===== src/rtl/fud_pkg.sv =====
// ----------------------------------------------------------------------------
// fud_pkg
// Shared types and constants of the form-urlencoded decoder: result and state
// records, result kinds, special characters and result queue sizing.
// ----------------------------------------------------------------------------
package fud_pkg;

  // Result kinds
  localparam logic [1:0] KIND_NAME    = 2'd0;
  localparam logic [1:0] KIND_VALUE   = 2'd1;
  localparam logic [1:0] KIND_ACCEPT  = 2'd2;
  localparam logic [1:0] KIND_DISCARD = 2'd3;

  // Special characters
  localparam logic [7:0] CHAR_AMP     = 8'h26;  // '&'
  localparam logic [7:0] CHAR_EQUAL   = 8'h3D;  // '='
  localparam logic [7:0] CHAR_PLUS    = 8'h2B;  // '+'
  localparam logic [7:0] CHAR_PERCENT = 8'h25;  // '%'
  localparam logic [7:0] CHAR_SPACE   = 8'h20;  // ' '

  // Escape phases
  localparam logic [1:0] ESC_IDLE  = 2'd0;
  localparam logic [1:0] ESC_PCT   = 2'd1;
  localparam logic [1:0] ESC_DIGIT = 2'd2;

  // Results caused by one request, at most
  localparam int MAX_RES = 4;
  localparam int RES_N_W = $clog2(MAX_RES + 1);
  localparam int RES_I_W = $clog2(MAX_RES);

  // Result queue
  localparam int QUEUE_DEPTH = 8;
  localparam int QCNT_W      = $clog2(QUEUE_DEPTH + 1);

  typedef struct packed {
    logic [7:0] data;
    logic [1:0] kind;
    logic       last;
  } fud_res_t;

  typedef struct packed {
    logic [1:0] phase;
    logic [7:0] held;
    logic       after_equal;
    logic       token_open;
  } fud_state_t;

  typedef struct packed {
    logic valid;  // queue holds a result
    logic room;   // queue can take a full request's results
  } fud_qstat_t;

endpackage


===== src/rtl/fud_decode.sv =====
// ----------------------------------------------------------------------------
// fud_decode
// Single-pass decode of one raw body byte: next token/escape state and the
// ordered list of results the byte causes.
// ----------------------------------------------------------------------------
module fud_decode (
  input  fud_pkg::fud_state_t                 state,
  input  logic [7:0]                          in_byte,
  input  logic                                in_last,
  output fud_pkg::fud_state_t                 state_next,
  output logic [fud_pkg::RES_N_W-1:0]         res_n,
  output fud_pkg::fud_res_t [fud_pkg::MAX_RES-1:0] res
);
  import fud_pkg::*;

  typedef struct packed {
    fud_state_t                  st;
    logic [RES_N_W-1:0]          n;
    fud_res_t [MAX_RES-1:0]      r;
  } work_t;

  function automatic logic is_hex(input logic [7:0] c);
    return (c >= "0" && c <= "9") || (c >= "a" && c <= "f") || (c >= "A" && c <= "F");
  endfunction

  function automatic logic [3:0] hex_val(input logic [7:0] c);
    logic [7:0] v;
    if (c >= "0" && c <= "9") v = c - "0";
    else if (c >= "a" && c <= "f") v = c - "a" + 8'd10;
    else v = c - "A" + 8'd10;
    return v[3:0];
  endfunction

  function automatic work_t put(input work_t w, input logic [7:0] b, input logic [1:0] k);
    work_t o;
    o = w;
    if (w.n < RES_N_W'(MAX_RES)) begin
      o.r[w.n[RES_I_W-1:0]] = '{data: b, kind: k, last: 1'b0};
      o.n = w.n + 1'b1;
    end
    return o;
  endfunction

  function automatic work_t emit(input work_t w, input logic [7:0] d);
    work_t o;
    o = w;
    if (!w.st.after_equal && d == CHAR_EQUAL) begin
      o.st.after_equal = 1'b1;
    end else begin
      o = put(w, d, w.st.after_equal ? KIND_VALUE : KIND_NAME);
    end
    return o;
  endfunction

  function automatic work_t flush(input work_t w);
    work_t o;
    o = w;
    if (w.st.phase == ESC_PCT) begin
      o = emit(o, CHAR_PERCENT);
    end else if (w.st.phase == ESC_DIGIT) begin
      o = emit(o, CHAR_PERCENT);
      o = emit(o, w.st.held);
    end
    o.st.phase = ESC_IDLE;
    o.st.held  = 8'h00;
    return o;
  endfunction

  function automatic work_t close_tok(input work_t w);
    work_t o;
    o = w;
    if (w.st.token_open) begin
      o = put(o, 8'h00, w.st.after_equal ? KIND_ACCEPT : KIND_DISCARD);
    end
    o.st.token_open  = 1'b0;
    o.st.after_equal = 1'b0;
    return o;
  endfunction

  function automatic work_t plain(input work_t w, input logic [7:0] b);
    work_t o;
    o = w;
    if (b == CHAR_AMP) begin
      o = close_tok(o);
    end else begin
      o.st.token_open = 1'b1;
      if (b == CHAR_PERCENT) o.st.phase = ESC_PCT;
      else if (b == CHAR_PLUS) o = emit(o, CHAR_SPACE);
      else o = emit(o, b);
    end
    return o;
  endfunction

  work_t w;

  always_comb begin
    w    = '0;
    w.st = state;
    if (state.phase == ESC_PCT && is_hex(in_byte)) begin
      w.st.held  = in_byte;
      w.st.phase = ESC_DIGIT;
    end else if (state.phase == ESC_DIGIT && is_hex(in_byte)) begin
      w.st.phase = ESC_IDLE;
      w.st.held  = 8'h00;
      w = emit(w, {hex_val(state.held), hex_val(in_byte)});
    end else begin
      w = flush(w);
      w = plain(w, in_byte);
    end
    if (in_last) begin
      w = flush(w);
      w = close_tok(w);
    end
    // mark the final result of this request
    for (int i = 0; i < MAX_RES; i++) begin
      if (RES_N_W'(i + 1) == w.n) w.r[i].last = 1'b1;
    end
  end

  assign state_next = w.st;
  assign res_n      = w.n;
  assign res        = w.r;

endmodule


===== src/rtl/fud_queue.sv =====
// ----------------------------------------------------------------------------
// fud_queue
// Collapsing result queue: takes up to a full request's results in a cycle,
// hands out one result a cycle while pop is high, from the head slot.
// ----------------------------------------------------------------------------
module fud_queue (
  input  logic                                     clk,
  input  logic                                     rst,
  input  logic                                     push,
  input  logic [fud_pkg::RES_N_W-1:0]              push_n,
  input  fud_pkg::fud_res_t [fud_pkg::MAX_RES-1:0] push_res,
  input  logic                                     pop,
  output fud_pkg::fud_res_t                        head,
  output fud_pkg::fud_qstat_t                      stat
);
  import fud_pkg::*;

  fud_res_t              slot      [QUEUE_DEPTH];
  fud_res_t              slot_next [QUEUE_DEPTH];
  logic [QCNT_W-1:0]     count;
  logic [QCNT_W-1:0]     count_next;
  logic [QCNT_W-1:0]     base;
  logic [QCNT_W-1:0]     off;

  always_comb begin
    base = count - QCNT_W'(pop);
    off  = '0;
    for (int j = 0; j < QUEUE_DEPTH; j++) begin
      if (pop && j < QUEUE_DEPTH - 1) slot_next[j] = slot[j + 1];
      else slot_next[j] = slot[j];
      off = QCNT_W'(j) - base;
      if (push && QCNT_W'(j) >= base && off < QCNT_W'(push_n)) begin
        slot_next[j] = push_res[off[RES_I_W-1:0]];
      end
    end
    count_next = base + (push ? QCNT_W'(push_n) : QCNT_W'(0));
  end

  always_ff @(posedge clk) begin
    if (rst) begin
      count <= '0;
    end else begin
      count <= count_next;
    end
  end

  always_ff @(posedge clk) begin
    for (int j = 0; j < QUEUE_DEPTH; j++) slot[j] <= slot_next[j];
  end

  assign head       = slot[0];
  assign stat.valid = (count != '0);
  assign stat.room  = (count <= QCNT_W'(QUEUE_DEPTH - MAX_RES));

endmodule


===== src/rtl/form_urlencoded_decoder_core.sv =====
// ----------------------------------------------------------------------------
// form_urlencoded_decoder_core
// Streaming decoder for form-urlencoded bodies: splits tokens at '&', decodes
// '+' and percent escapes, tags bytes as name or value, closes each token.
// ----------------------------------------------------------------------------
// Usage:
//   Input channel (in_valid / in_stall): one raw body byte per request, with
//   in_last on the final byte of the body. Output channel (out_valid /
//   out_stall): one result per request - a decoded byte tagged name or value,
//   or a token marker (pair accepted / token discarded), with out_last on the
//   last result caused by an input byte. An input byte causes zero to four
//   results.
//   With the queue empty, a result is presented the cycle after its input
//   byte is taken; queued results ahead of it are handed out first.
//   Throughput: one input byte per cycle while the consumer keeps up; the
//   output drains one result per cycle, so escape flushes and markers
//   (several results from one byte) slow the input only once the 8-entry
//   result queue holds more than four results.
//   in_stall rises when the queue cannot take a worst-case burst of four.
//   A stalled consumer holds the head result steady; the queue then fills
//   and stalls the input. Reset clears the queue and the token and escape
//   state: the first byte after reset starts a new token in its name part.
// ----------------------------------------------------------------------------
module form_urlencoded_decoder_core (
  input  logic       clk,
  input  logic       rst,
  input  logic       in_valid,
  output logic       in_stall,
  input  logic [7:0] in_byte,
  input  logic       in_last,
  output logic       out_valid,
  input  logic       out_stall,
  output logic [7:0] out_byte,
  output logic [1:0] kind,
  output logic       out_last
);
  import fud_pkg::*;

  fud_state_t               state;
  fud_state_t               state_next;
  logic [RES_N_W-1:0]       res_n;
  fud_res_t [MAX_RES-1:0]   res;
  fud_res_t                 head;
  fud_qstat_t               qstat;
  logic                     accept;
  logic                     pop;

  // take a request only when the queue can hold all it may cause
  assign in_stall = !qstat.room;
  assign accept   = in_valid && !in_stall;
  assign pop      = out_valid && !out_stall;

  // decode the incoming byte against the current token state
  fud_decode u_decode (
    .state      (state),
    .in_byte    (in_byte),
    .in_last    (in_last),
    .state_next (state_next),
    .res_n      (res_n),
    .res        (res)
  );

  // advance token and escape state on each accepted request
  always_ff @(posedge clk) begin
    if (rst) begin
      state <= '0;
    end else if (accept) begin
      state <= state_next;
    end
  end

  // queue results; drop nothing, drain one per cycle while out_stall is low
  fud_queue u_queue (
    .clk      (clk),
    .rst      (rst),
    .push     (accept),
    .push_n   (res_n),
    .push_res (res),
    .pop      (pop),
    .head     (head),
    .stat     (qstat)
  );

  assign out_valid = qstat.valid;
  assign out_byte  = head.data;
  assign kind      = head.kind;
  assign out_last  = head.last;

endmodule


===== config.mk =====
export PLATFORM = sky130hd
export DESIGN_NAME = form_urlencoded_decoder_core
export DESIGN_NICKNAME = d
export VERILOG_FILES = /design/src/rtl/fud_pkg.sv /design/src/rtl/fud_decode.sv /design/src/rtl/fud_queue.sv /design/src/rtl/form_urlencoded_decoder_core.sv
export SDC_FILE = /design/constraint.sdc
export NUM_CORES = 1
export LEC_CHECK = 0
export ABC_CLOCK_PERIOD_IN_PS = 11250
export BUFFER_PORTS_ARGS = -buffer_cell sky130_fd_sc_hd__buf_2
export CORE_MARGIN = 2
export CORE_UTILIZATION = 34
export DETAILED_ROUTE_END_ITERATION = 16
export SYNTH_ARGS = -nofsm -noshare
export SYNTH_HDL_FRONTEND = slang
export SYNTH_SLANG_ARGS = --single-unit

===== constraint.sdc =====
create_clock -name clk -period 11.25 [get_ports clk]
set_input_delay 1.125 -clock clk [delete_from_list [all_inputs] [get_ports clk]]
set_output_delay 1.125 -clock clk [all_outputs]
set_load 0.03 [all_outputs]

==> results of run 1 <==
-- through the flow --
stage,hold WS [ns],setup WS (ns)
finish,0.481,3.24
global route,0.513,2.76
CTS,0.482,3.35
detailed placement,0.471,3.02
global placement,0.468,3.27
floorplan,0.447,4.26
-- power by group through the flow --
stage               combinational [W]  sequential (W)  clock [W]
finish                        0.00131        0.000744   0.000327
global route                  0.00145        0.000760   0.000347
CTS                           0.00132        0.000745   0.000334
detailed placement            0.00131        0.000752          0
global placement              0.00130        0.000749          0
floorplan                    0.000949        0.000781          0
-- Yosys cell counts (5+ instances only) --
cell type,number,area [um2]
buf_1,5,18.8
a31oi_1,19,119
nand4_1,7,43.8
nor4_1,5,31.3
mux2i_1,37,370
buf_6,5,56.3
o22ai_1,9,56.3
clkbuf_1,46,173
a22o_1,7,61.3
o31ai_1,5,37.5
or2_2,6,37.5
nand3_1,28,140
nor2b_1,7,43.8
xnor2_1,7,61.3
nand2_1,90,338
dfxtp_1,16,320
a21oi_1,55,275
nor3_1,37,185
a31o_2,5,43.8
o211ai_1,10,75.1
edfxtp_1,88,2640
o21a_1,6,45.0
nand2b_1,14,87.6
o2111ai_1,6,52.6
nor4b_1,7,61.3
inv_1,44,165
mux2_2,12,135
o21ai_0,22,110
xor2_1,7,61.3
ha_1,49,613
and2_1,6,37.5
a21o_1,11,82.6
buf_2,9,45.0
o21ai_1,20,100
nor2_1,51,191
mux2_1,45,507
a32oi_1,7,61.3
and3_1,10,62.6
a211oi_1,10,75.1
-- logic make-up after synthesis --
kind of cell / Yosys count / share of synthesized area [%]
compound gates: 239 / 19.8
xor+xnor: 15 / 1.63
flops: 104 / 34.8
fa+ha+maj: 50 / 7.43
buf+inv: 114 / 5.69
mux: 98 / 12.9
simple gates: 296 / 17.7
-- final timing paths --
kind	to	slack [ns]	cells past startpoint
hold reg to reg	state[11]$_SDFFE_PP0P_	0.48	2
hold / removal	state[11]$_SDFFE_PP0P_	0.48	2
setup reg to reg	u_queue.slot[1][9]$_DFFE_PP_	4.05	20
setup / recovery	u_queue.slot[1][9]$_DFFE_PP_	3.24	21
-- routing by layer --
layer,global-route usage (%),up-vias
li1,-,3392
met1,26.0,3455
met2,32.6,262
met3,2.50,43
met4,5.83,0
met5,0,-
-- cell type report --
| class | instances | area (um2) |
|---|---|---|
| clock buffers | 10 | 229 |
| clock inverters | 6 | 76.3 |
| fillers | 2475 | 15300 |
| inverters | 47 | 176 |
| multi-input cells | 698 | 5070 |
| flip-flops and latches | 104 | 2960 |
| well taps | 324 | 405 |
| repair buffers | 37 | 215 |
-- worst reg2reg max path, cell delays in order (launching register included) --
cell and delay (ns):
dfxtp_1 0.35, inv_1 0.05, ha_1 0.42, nor2b_1 0.58, a31oi_1 0.30, a2bb2oi_2 0.30
xnor2_2 0.17, o221ai_4 0.22, inv_1 0.18, ha_1 0.48, a31oi_1 0.25, mux2i_1 0.45
ha_1 0.27, nand2_1 0.06, o22a_1 0.25, nor2_2 0.25, inv_1 0.27, ha_1 0.25
or3_1 0.43, o41ai_4 0.76, nand2b_1 0.54
-- state kept, by name, indices dropped and copies added (netlist names) --
name,flops
u_queue.slot,88
state,12
u_queue.count,4
==> results.yml, run 1 <==
run_status:
  status: "completed"
drt:
  wl_met3_mm: 1.30
  route.met2.wl_mm: 12.0
  vias: 7152
  totalWireLength_mm: 25.2
  wirelength_met1_mm: 11.3
  post-route-drc-count: 0
  drt.antenna.violating_nets: 0
  wire_per_inst_um: 20.6
  first_iter_violations: 620
  via_per_inst: 5.83
  drt-pass1-iter-count: 5
  routed.top_layer: "met4"
yosys:
  synthesis.area_um2: 8520
  syn_area_per_cell_um2: 9.30
  yosysWarnings: 0
  synth_seq_area_share_pct: 34.8
  async_flop_share_pct: 0
  synth_edf_count: 88
  synthFlopType: "edfxtp_1"
  ys_seq_elements: 104
  synthCells: 916
  syn_nets: 979
  yosysUniqueCellTypes: 91
cells_and_area:
  layout.cells.non_filler: 1226
  drive_above_1_share_pct: 10.8
  diodes: 0
  final_cell_mix: "nand2_1 (90), edfxtp_1 (88), a21oi_1 (55), nor2_1 (51), ha_1 (49)"
  design_area_um2: 9140
  layout_commonest_cell: "nand2_1"
  syn_to_final_growth_pct: 7.26
  finish.utilization_pct: 37.3
  nets: 960
global_routing:
  antenna_found_initial: 0
  grt_overflow: 0
  grt_pass1_vias: 6859
  grt_pass1_wl_mm: 39.6
  grt_max_degree: 56
  grt_util_all_layers_pct: 19.3
die:
  start_util_pct: 34.8
  dieHeight_um: 162
  core_um2: 24500
  pin_count: 26
  die_x_um: 162
  rows: 57
  dieArea_um2: 26300
worst_setup_path:
  max_stage_delay_ns: 0.76
  worst_path_dominant_cell_family: "compound AO/OA/AOI/OAI gates"
  cp_max_fo: 14
  end_kind: "flip-flop"
  crit_path_top_delay_cell: "o41ai_4"
  cp-startpoint: "in_byte[1]"
  cpMostUsedCell: "ha_1"
  worstReg2RegStart: "state[11]$_SDFFE_PP0P_"
  cp_cell_sequence: "buf_2 > inv_1 > ha_1 > o21bai_1 > a31oi_1 > nor4b_1 > o31ai_1 > o221ai_4 > inv_1 > ha_1 > a31oi_1 > mux2i_1 > ha_1 > nand2_1 > o22a_1 > nor2_2 > inv_1 > ha_1 > or3_1 > o41ai_4 > nand2b_1"
  worstSetupStartpointType: "primary input"
  cp_num_buf_inv: 4
  critical_path_class: "primary input to flip-flop"
  cp_data_arrival_time_ns: 8.00
  required_ns: 11.24
job:
  drv_cap: 0
clock_tree:
  cts_made_buffers: 9
  clk_pin_slew_ns: 0.07
  cts_tree: "done"
  htreeDepth: 3
  cts-root-buf: "clkbuf_16"
  insertion_delay_ns: 0.36
  ctsHoldBuffers: 0
  postCtsSetupRepairBufs: 0
  cts_sinks: 104
  cts_buffer_depth: 2
  post_cts_resized: 0
pwr:
  p_int_w: 0.00134
  power_frac_clock_pct: 13.8
  p_sw_w: 0.00104
  seq_power_share_pct: 31.3
  p_total_w: 0.00238
  power-per-cell-area_nw_per_um2: 260
  ir_drop_mv: 0.124
  swShare_pct: 43.8
  pwr-share-comb_pct: 54.9
  p_leak_nw: 3.39
timing:
  slew_violations: 0
  max_freq_mhz: 125
  relSlewSlack_pct: 38.1
  clock_skew_ns: 0.0150
  tightest_slew_ns: 0.928
  rsz0062_at_grt: "false"
  setup_viol: 0
  finalHoldViolCount: 0
  setup_tns_ns: 0
  fin_crit_sh_pct: 71.2
  period_minus_slack_ns: 8.01
place:
  placed_cells: 1210
  routabilityCongestion: 0.957
  place_area_um2: 8830
  dp_hpwl_mm: 19.0
  io_buffers: 25
worst_hold_path:
  hp-start: "state[11]$_SDFFE_PP0P_"
  hp-class: "flip-flop to flip-flop"
(Power assumes the default switching activity.)
==> inputs of run 2 (changes only) <==
Settings changed: ABC_CLOCK_PERIOD_IN_PS 11250 to 6800.
Clock period 11.25 ns to 6.8 ns, I/O delays scaled along.
==> run 2 against run 1 <==
  * Global-route usage down 0.18 points
  * Highest routed layer unchanged
  * Die area unchanged
  * Hold slack improved by 0.0022 ns
  * Combinational power increased by 71%
  * Clock power grew 55%
  * Final cell count increased by 3.2%
  * Design area increased by 3.2%
  * Via count grew 3.8%
==> results.yml, run 2 (synthesis results as in run 1) <==
worst_setup_path:
  cp-startpoint: "state[10]$_SDFFE_PP0P_"
  worstSetupStartpointType: "flip-flop"
  critical_path_class: "flip-flop to flip-flop"
  crit_path_top_delay_cell: "nor2b_1"
  end_kind: "flip-flop"
  max_stage_delay_ns: 0.64
  worstReg2RegStart: "state[10]$_SDFFE_PP0P_"
  endpoint: "u_queue.slot[5][6]$_DFFE_PP_"
  reg2reg_depth: 22
  cp.depth: 22
  cpMostUsedCell: "ha_1"
  cp_num_buf_inv: 4
  cp_cell_sequence: "inv_1 > ha_1 > nor2b_1 > a31oi_1 > a2bb2oi_2 > xnor2_2 > o221ai_4 > inv_1 > ha_1 > a31oi_1 > mux2i_1 > ha_1 > nand2b_1 > o211a_1 > or2_1 > clkinv_1 > ha_1 > or2_2 > a21boi_0 > o21ba_1 > buf_4 > mux2_1"
  r2r_end: "u_queue.slot[5][6]$_DFFE_PP_"
  cp_data_arrival_time_ns: 6.48
  rrSetupSlack_ns: 0.43
  required_ns: 6.90
  worst_path_dominant_cell_family: "compound AO/OA/AOI/OAI gates"
  cp_max_fo: 12
cells_and_area:
  max_flop_register: "u_queue.slot"
  syn_to_final_growth_pct: 10.7
  top_regs: "u_queue.slot x88, state x12, u_queue.count x4"
  largest_reg_flops: 88
  layout_commonest_cell: "nand2_1"
  diodes: 0
  nets: 999
  drive_above_1_share_pct: 14.7
  final_cell_mix: "nand2_1 (89), edfxtp_1 (88), a21oi_1 (55), nor2_1 (51), buf_4 (50)"
global_routing:
  grt_util_all_layers_pct: 19.2
  grt_pass1_vias: 6990
  grt_pass1_wl_mm: 39.4
  antenna_found_initial: 0
  grt_overflow: 0
  grt_max_degree: 54
pwr:
  ir_drop_mv: 0.193
  p_int_w: 0.00223
  power_frac_clock_pct: 12.8
  swShare_pct: 43.9
  p_sw_w: 0.00174
  p_leak_nw: 3.58
  pwr-share-comb_pct: 56.3
  power-per-cell-area_nw_per_um2: 421
  seq_power_share_pct: 30.9
die:
  start_util_pct: 34.8
  pin_count: 26
  core_um2: 24500
  dieHeight_um: 162
  die_x_um: 162
  dieArea_um2: 26300
  rows: 57
timing:
  finalHoldViolCount: 0
  period_minus_slack_ns: 6.37
  max_freq_mhz: 157
  rsz0062_at_grt: "false"
  setup_viol: 0
  tightest_slew_ns: 0.862
  setup_tns_ns: 0
  clock_skew_ns: 0.0160
  fin_crit_sh_pct: 93.7
  fin_ws_ns: 0.425
  slew_violations: 0
  relSlewSlack_pct: 42.3
place:
  dp_hpwl_mm: 19.4
  routabilityCongestion: 0.971
  io_buffers: 25
  dp_slack_ns: 0.157
clock_tree:
  ctsHoldBuffers: 0
  clk_pin_slew_ns: 0.08
  cts_sinks: 104
  cts_made_buffers: 9
  cts-root-buf: "clkbuf_16"
  cts_tree: "done"
  htreeDepth: 3
  insertion_delay_ns: 0.36
  cts_buffer_depth: 2
drt:
  first_iter_violations: 579
  drt.antenna.violating_nets: 0
  routed.top_layer: "met4"
  wirelength_met1_mm: 11.3
  via_per_inst: 5.87
  vias: 7425
  wire_per_inst_um: 20.2
  wl_met3_mm: 1.54
  totalWireLength_mm: 25.5
  drt-pass1-iter-count: 5
  route.met2.wl_mm: 12.0
  post-route-drc-count: 0
worst_hold_path:
  hp-class: "flip-flop to flip-flop"
run_status:
  status: "completed"
job:
  drv_cap: 0
## run 2: worst min-delay path, cell delays in order (launching register included)
cell and delay (ns):
dfxtp_1 0.33, nand2_1 0.06, a21oi_1 0.05
## run 2: worst min path at each step
| stage | startpoint | end | slack [ns] | depth (start not counted) |
|---|---|---|---|---|
| after floorplan | state[11]$_SDFFE_PP0P_ | state[11]$_SDFFE_PP0P_ | 0.45 | 2 |
| after global routing | state[11]$_SDFFE_PP0P_ | state[11]$_SDFFE_PP0P_ | 0.52 | 2 |
| after CTS | state[11]$_SDFFE_PP0P_ | state[11]$_SDFFE_PP0P_ | 0.48 | 2 |
| after detailed placement | state[11]$_SDFFE_PP0P_ | state[11]$_SDFFE_PP0P_ | 0.47 | 2 |
| final | state[11]$_SDFFE_PP0P_ | state[11]$_SDFFE_PP0P_ | 0.48 | 2 |
| after global placement | state[11]$_SDFFE_PP0P_ | state[11]$_SDFFE_PP0P_ | 0.46 | 2 |
## run 2: power by group through the flow
stage / clock network [W] / logic (W) / registers, W
2_1_floorplan: 0 / 0.00157 / 0.00129
3_3_place_gp: 0 / 0.00218 / 0.00124
3_5_place_dp: 0 / 0.00221 / 0.00124
4_1_cts: 0.000512 / 0.00222 / 0.00123
5_1_grt: 0.000531 / 0.00247 / 0.00126
6_report: 0.000507 / 0.00224 / 0.00123
## run 2: final cells by class
| class | count | area, um2 |
|---|---|---|
| clock buffer | 9 | 225 |
| clock inverter | 7 | 51.3 |
| fill | 2490 | 15000 |
| inverter | 47 | 176 |
| multi-input combinational | 698 | 5080 |
| sequential | 104 | 2960 |
| tap | 324 | 405 |
| timing repair buffer | 76 | 520 |
## run 2: per-stage QoR
stage | util (%) | cells | total power [W] | area, um2 | hold WS (ns)
finish | 38.5 | 1265 | 0.00397 | 9430 | 0.483
detailed placement | 37.2 | 1245 | 0.00345 | 9090 | 0.475
global route | 38.5 | 1265 | 0.00426 | 9430 | 0.519
CTS | 38.3 | 1261 | 0.00396 | 9370 | 0.485
global placement | 37.2 | 1245 | 0.00342 | 9090 | 0.464
floorplan | - | 916 | 0.00286 | 8520 | 0.447
## run 2: timing repair
| item | 4_1_cts | 5_1_grt |
|---|---|---|
| endpoints found under the hold margin | 0 | 0 |
| gates resized for setup | 0 | 3 |
| setup buffers | 0 | 4 |
| endpoints found under the setup margin | 0 | 37 |
## run 2: metal layers
| layer | up-vias | track usage, % |
|---|---|---|
| met5 | - | 0 |
| met4 | 0 | 5.43 |
| met3 | 44 | 3.09 |
| met2 | 308 | 32.4 |
| met1 | 3592 | 25.4 |
| li1 | 3481 | - |
==> inputs of run 3 (changes only) <==
Settings changed: ABC_CLOCK_PERIOD_IN_PS 6800 to 5800, CORE_MARGIN 2 to 3, CTS_BUF_LIST set to sky130_fd_sc_hd__clkbuf_4.
Clock period 6.8 ns to 5.8 ns, I/O delays scaled along.
==> run 3 against run 2 <==
  * Clock skew up 0.0041 ns
  * Clock power decreased by 22%
  * Design area rose by 4.9%
  * Utilization is 1.9 points higher
  * Largest power group unchanged
==> results.yml, run 3 (synthesis results as in run 1) <==
run_status:
  status: "completed"
timing:
  finalHoldViolCount: 0
  tightest_slew_ns: 0.836
  rsz0062_at_grt: "false"
  max_freq_mhz: 180
  period_minus_slack_ns: 5.54
  setup_tns_ns: 0
  slew_violations: 0
  clock_skew_ns: 0.0201
  setup_viol: 0
  relSlewSlack_pct: 44.1
  fin_crit_sh_pct: 95.6
drt:
  post-route-drc-count: 0
  wire_per_inst_um: 19.7
  first_iter_violations: 661
  totalWireLength_mm: 25.6
  drt-pass1-iter-count: 5
  via_per_inst: 5.74
  drt.antenna.violating_nets: 0
  vias: 7466
worst_setup_path:
  max_stage_delay_ns: 0.52
  cp_max_fo: 15
  end_kind: "flip-flop"
  cp_data_arrival_time_ns: 5.80
  required_ns: 6.06
  crit_path_top_delay_cell: "or4b_4"
  cp_cell_sequence: "inv_2 > ha_1 > o21bai_1 > a2111o_1 > a32oi_2 > or4b_4 > o221ai_4 > ha_4 > ha_1 > nor3b_2 > nand3_1 > o221ai_4 > ha_4 > nand2b_4 > o211a_1 > or2_4 > clkinv_4 > ha_1 > or2_2 > a21boi_0 > o21ba_1 > buf_12 > mux2_1"
  critical_path_class: "flip-flop to flip-flop"
  worstSetupStartpointType: "flip-flop"
  cpMostUsedCell: "ha_1"
die:
  die_x_um: 164
  core_um2: 24500
  dieArea_um2: 27000
  pin_count: 26
  dieHeight_um: 164
  rows: 57
  start_util_pct: 34.8
clock_tree:
  cts-root-buf: "clkbuf_4"
  htreeDepth: 3
  cts_sinks: 104
  cts_buffer_depth: 2
  insertion_delay_ns: 0.50
  clk_pin_slew_ns: 0.19
  cts_tree: "done"
  cts_made_buffers: 9
place:
  routabilityCongestion: 0.957
  place_area_um2: 9680
  io_buffers: 25
  dp_hpwl_mm: 20.1
global_routing:
  grt_overflow: 0
  grt_max_degree: 46
  grt_pass1_wl_mm: 40.7
  grt_pass1_vias: 7195
  antenna_found_initial: 1
  grt_util_all_layers_pct: 19.3
cells_and_area:
  finish.utilization_pct: 40.4
  fillers: 2463
  design_area_um2: 9890
  layout_commonest_cell: "edfxtp_1"
  max_flop_register: "u_queue.slot"
  top_regs: "u_queue.slot x88, state x12, u_queue.count x4"
  drive_above_1_share_pct: 21.5
  final_cell_mix: "edfxtp_1 (88), nand2_1 (87), buf_4 (79), a21oi_1 (55), nor2_1 (50)"
  syn_to_final_growth_pct: 16.1
  nets: 1034
  largest_reg_flops: 88
job:
  drv_cap: 0
worst_hold_path:
  hp-class: "primary input to flip-flop"
pwr:
  p_leak_nw: 3.77
  ir_drop_mv: 0.223
  power-per-cell-area_nw_per_um2: 470
-- run 3: power breakdown --
part           switching (W)  leakage [nW]  internal (W)  total [W]
sequential         0.0000924         0.966       0.00135    0.00144
combinational        0.00171          2.73       0.00110    0.00281
clock               0.000294        0.0733      0.000101   0.000394
total                0.00209          3.77       0.00255    0.00465
-- run 3: final timing paths --
kind | from | endpoint | slack (ns) | cells after the start
max | state[2]$_SDFFE_PP0P_ | u_queue.slot[5][2]$_DFFE_PP_ | 0.26 | 23
min reg2reg | state[11]$_SDFFE_PP0P_ | state[11]$_SDFFE_PP0P_ | 0.50 | 2
min | in_byte[2] | state[4]$_SDFFE_PP0P_ | 0.45 | 3
max reg2reg | state[2]$_SDFFE_PP0P_ | u_queue.slot[5][2]$_DFFE_PP_ | 0.26 | 23
-- run 3: routing by layer --
layer  up-vias  GRT usage [%]  part of all wire [%]
met2       240           32.5                    48
met3        34           2.42                   5.1
met1      3624           26.2                    45
li1       3568              -                     -
met5         -              0                     0
met4         0           5.07                   1.9
-- run 3: final cells by class --
class	count	area (um2)	area share (%)
Tap cell	324	405	4.10
Inverter	47	194	1.96
Antenna cell	1	2.50	0.0253
Clock buffer	9	67.6	0.683
Sequential cell	104	2960	30.0
Multi-Input combinational cell	698	5330	53.8
Clock inverter	7	72.6	0.734
Timing Repair Buffer	111	858	8.68
-- run 3: worst max-delay path, delay by kind of cell (launching register included) --
kind                     cells  cell delay [ns]
adder cells (fa/ha/maj)      5             1.16
flip-flops                   1             0.39
AO/OA/AOI/OAI                8             1.65
AND/OR/NAND/NOR              6             1.46
multiplexers                 1             0.31
buffers and inverters        3             0.31
-- run 3: stage by stage --
| stage | setup slack (ns) | power [W] | hold slack, ns | instances |
|---|---|---|---|---|
| after floorplan | -0.0183 | 0.00344 | 0.447 | 916 |
| after CTS | 0.00882 | 0.00467 | 0.417 | 1298 |
| final | 0.258 | 0.00465 | 0.448 | 1301 |
| after detailed placement | -0.148 | 0.00426 | 0.473 | 1282 |
| after global placement | -0.0178 | 0.00421 | 0.466 | 1282 |
| after global routing | 0.0286 | 0.00500 | 0.452 | 1301 |
-- run 3: what timing repair did --
item / 4_1_cts / 5_1_grt
resized for setup: 1 / 15
setup endpoints to repair: 9 / 138
gates cloned: 0 / 0
pin swaps: 0 / 1
buffers inserted: 0 / 2
hold buffers: 0 / 0
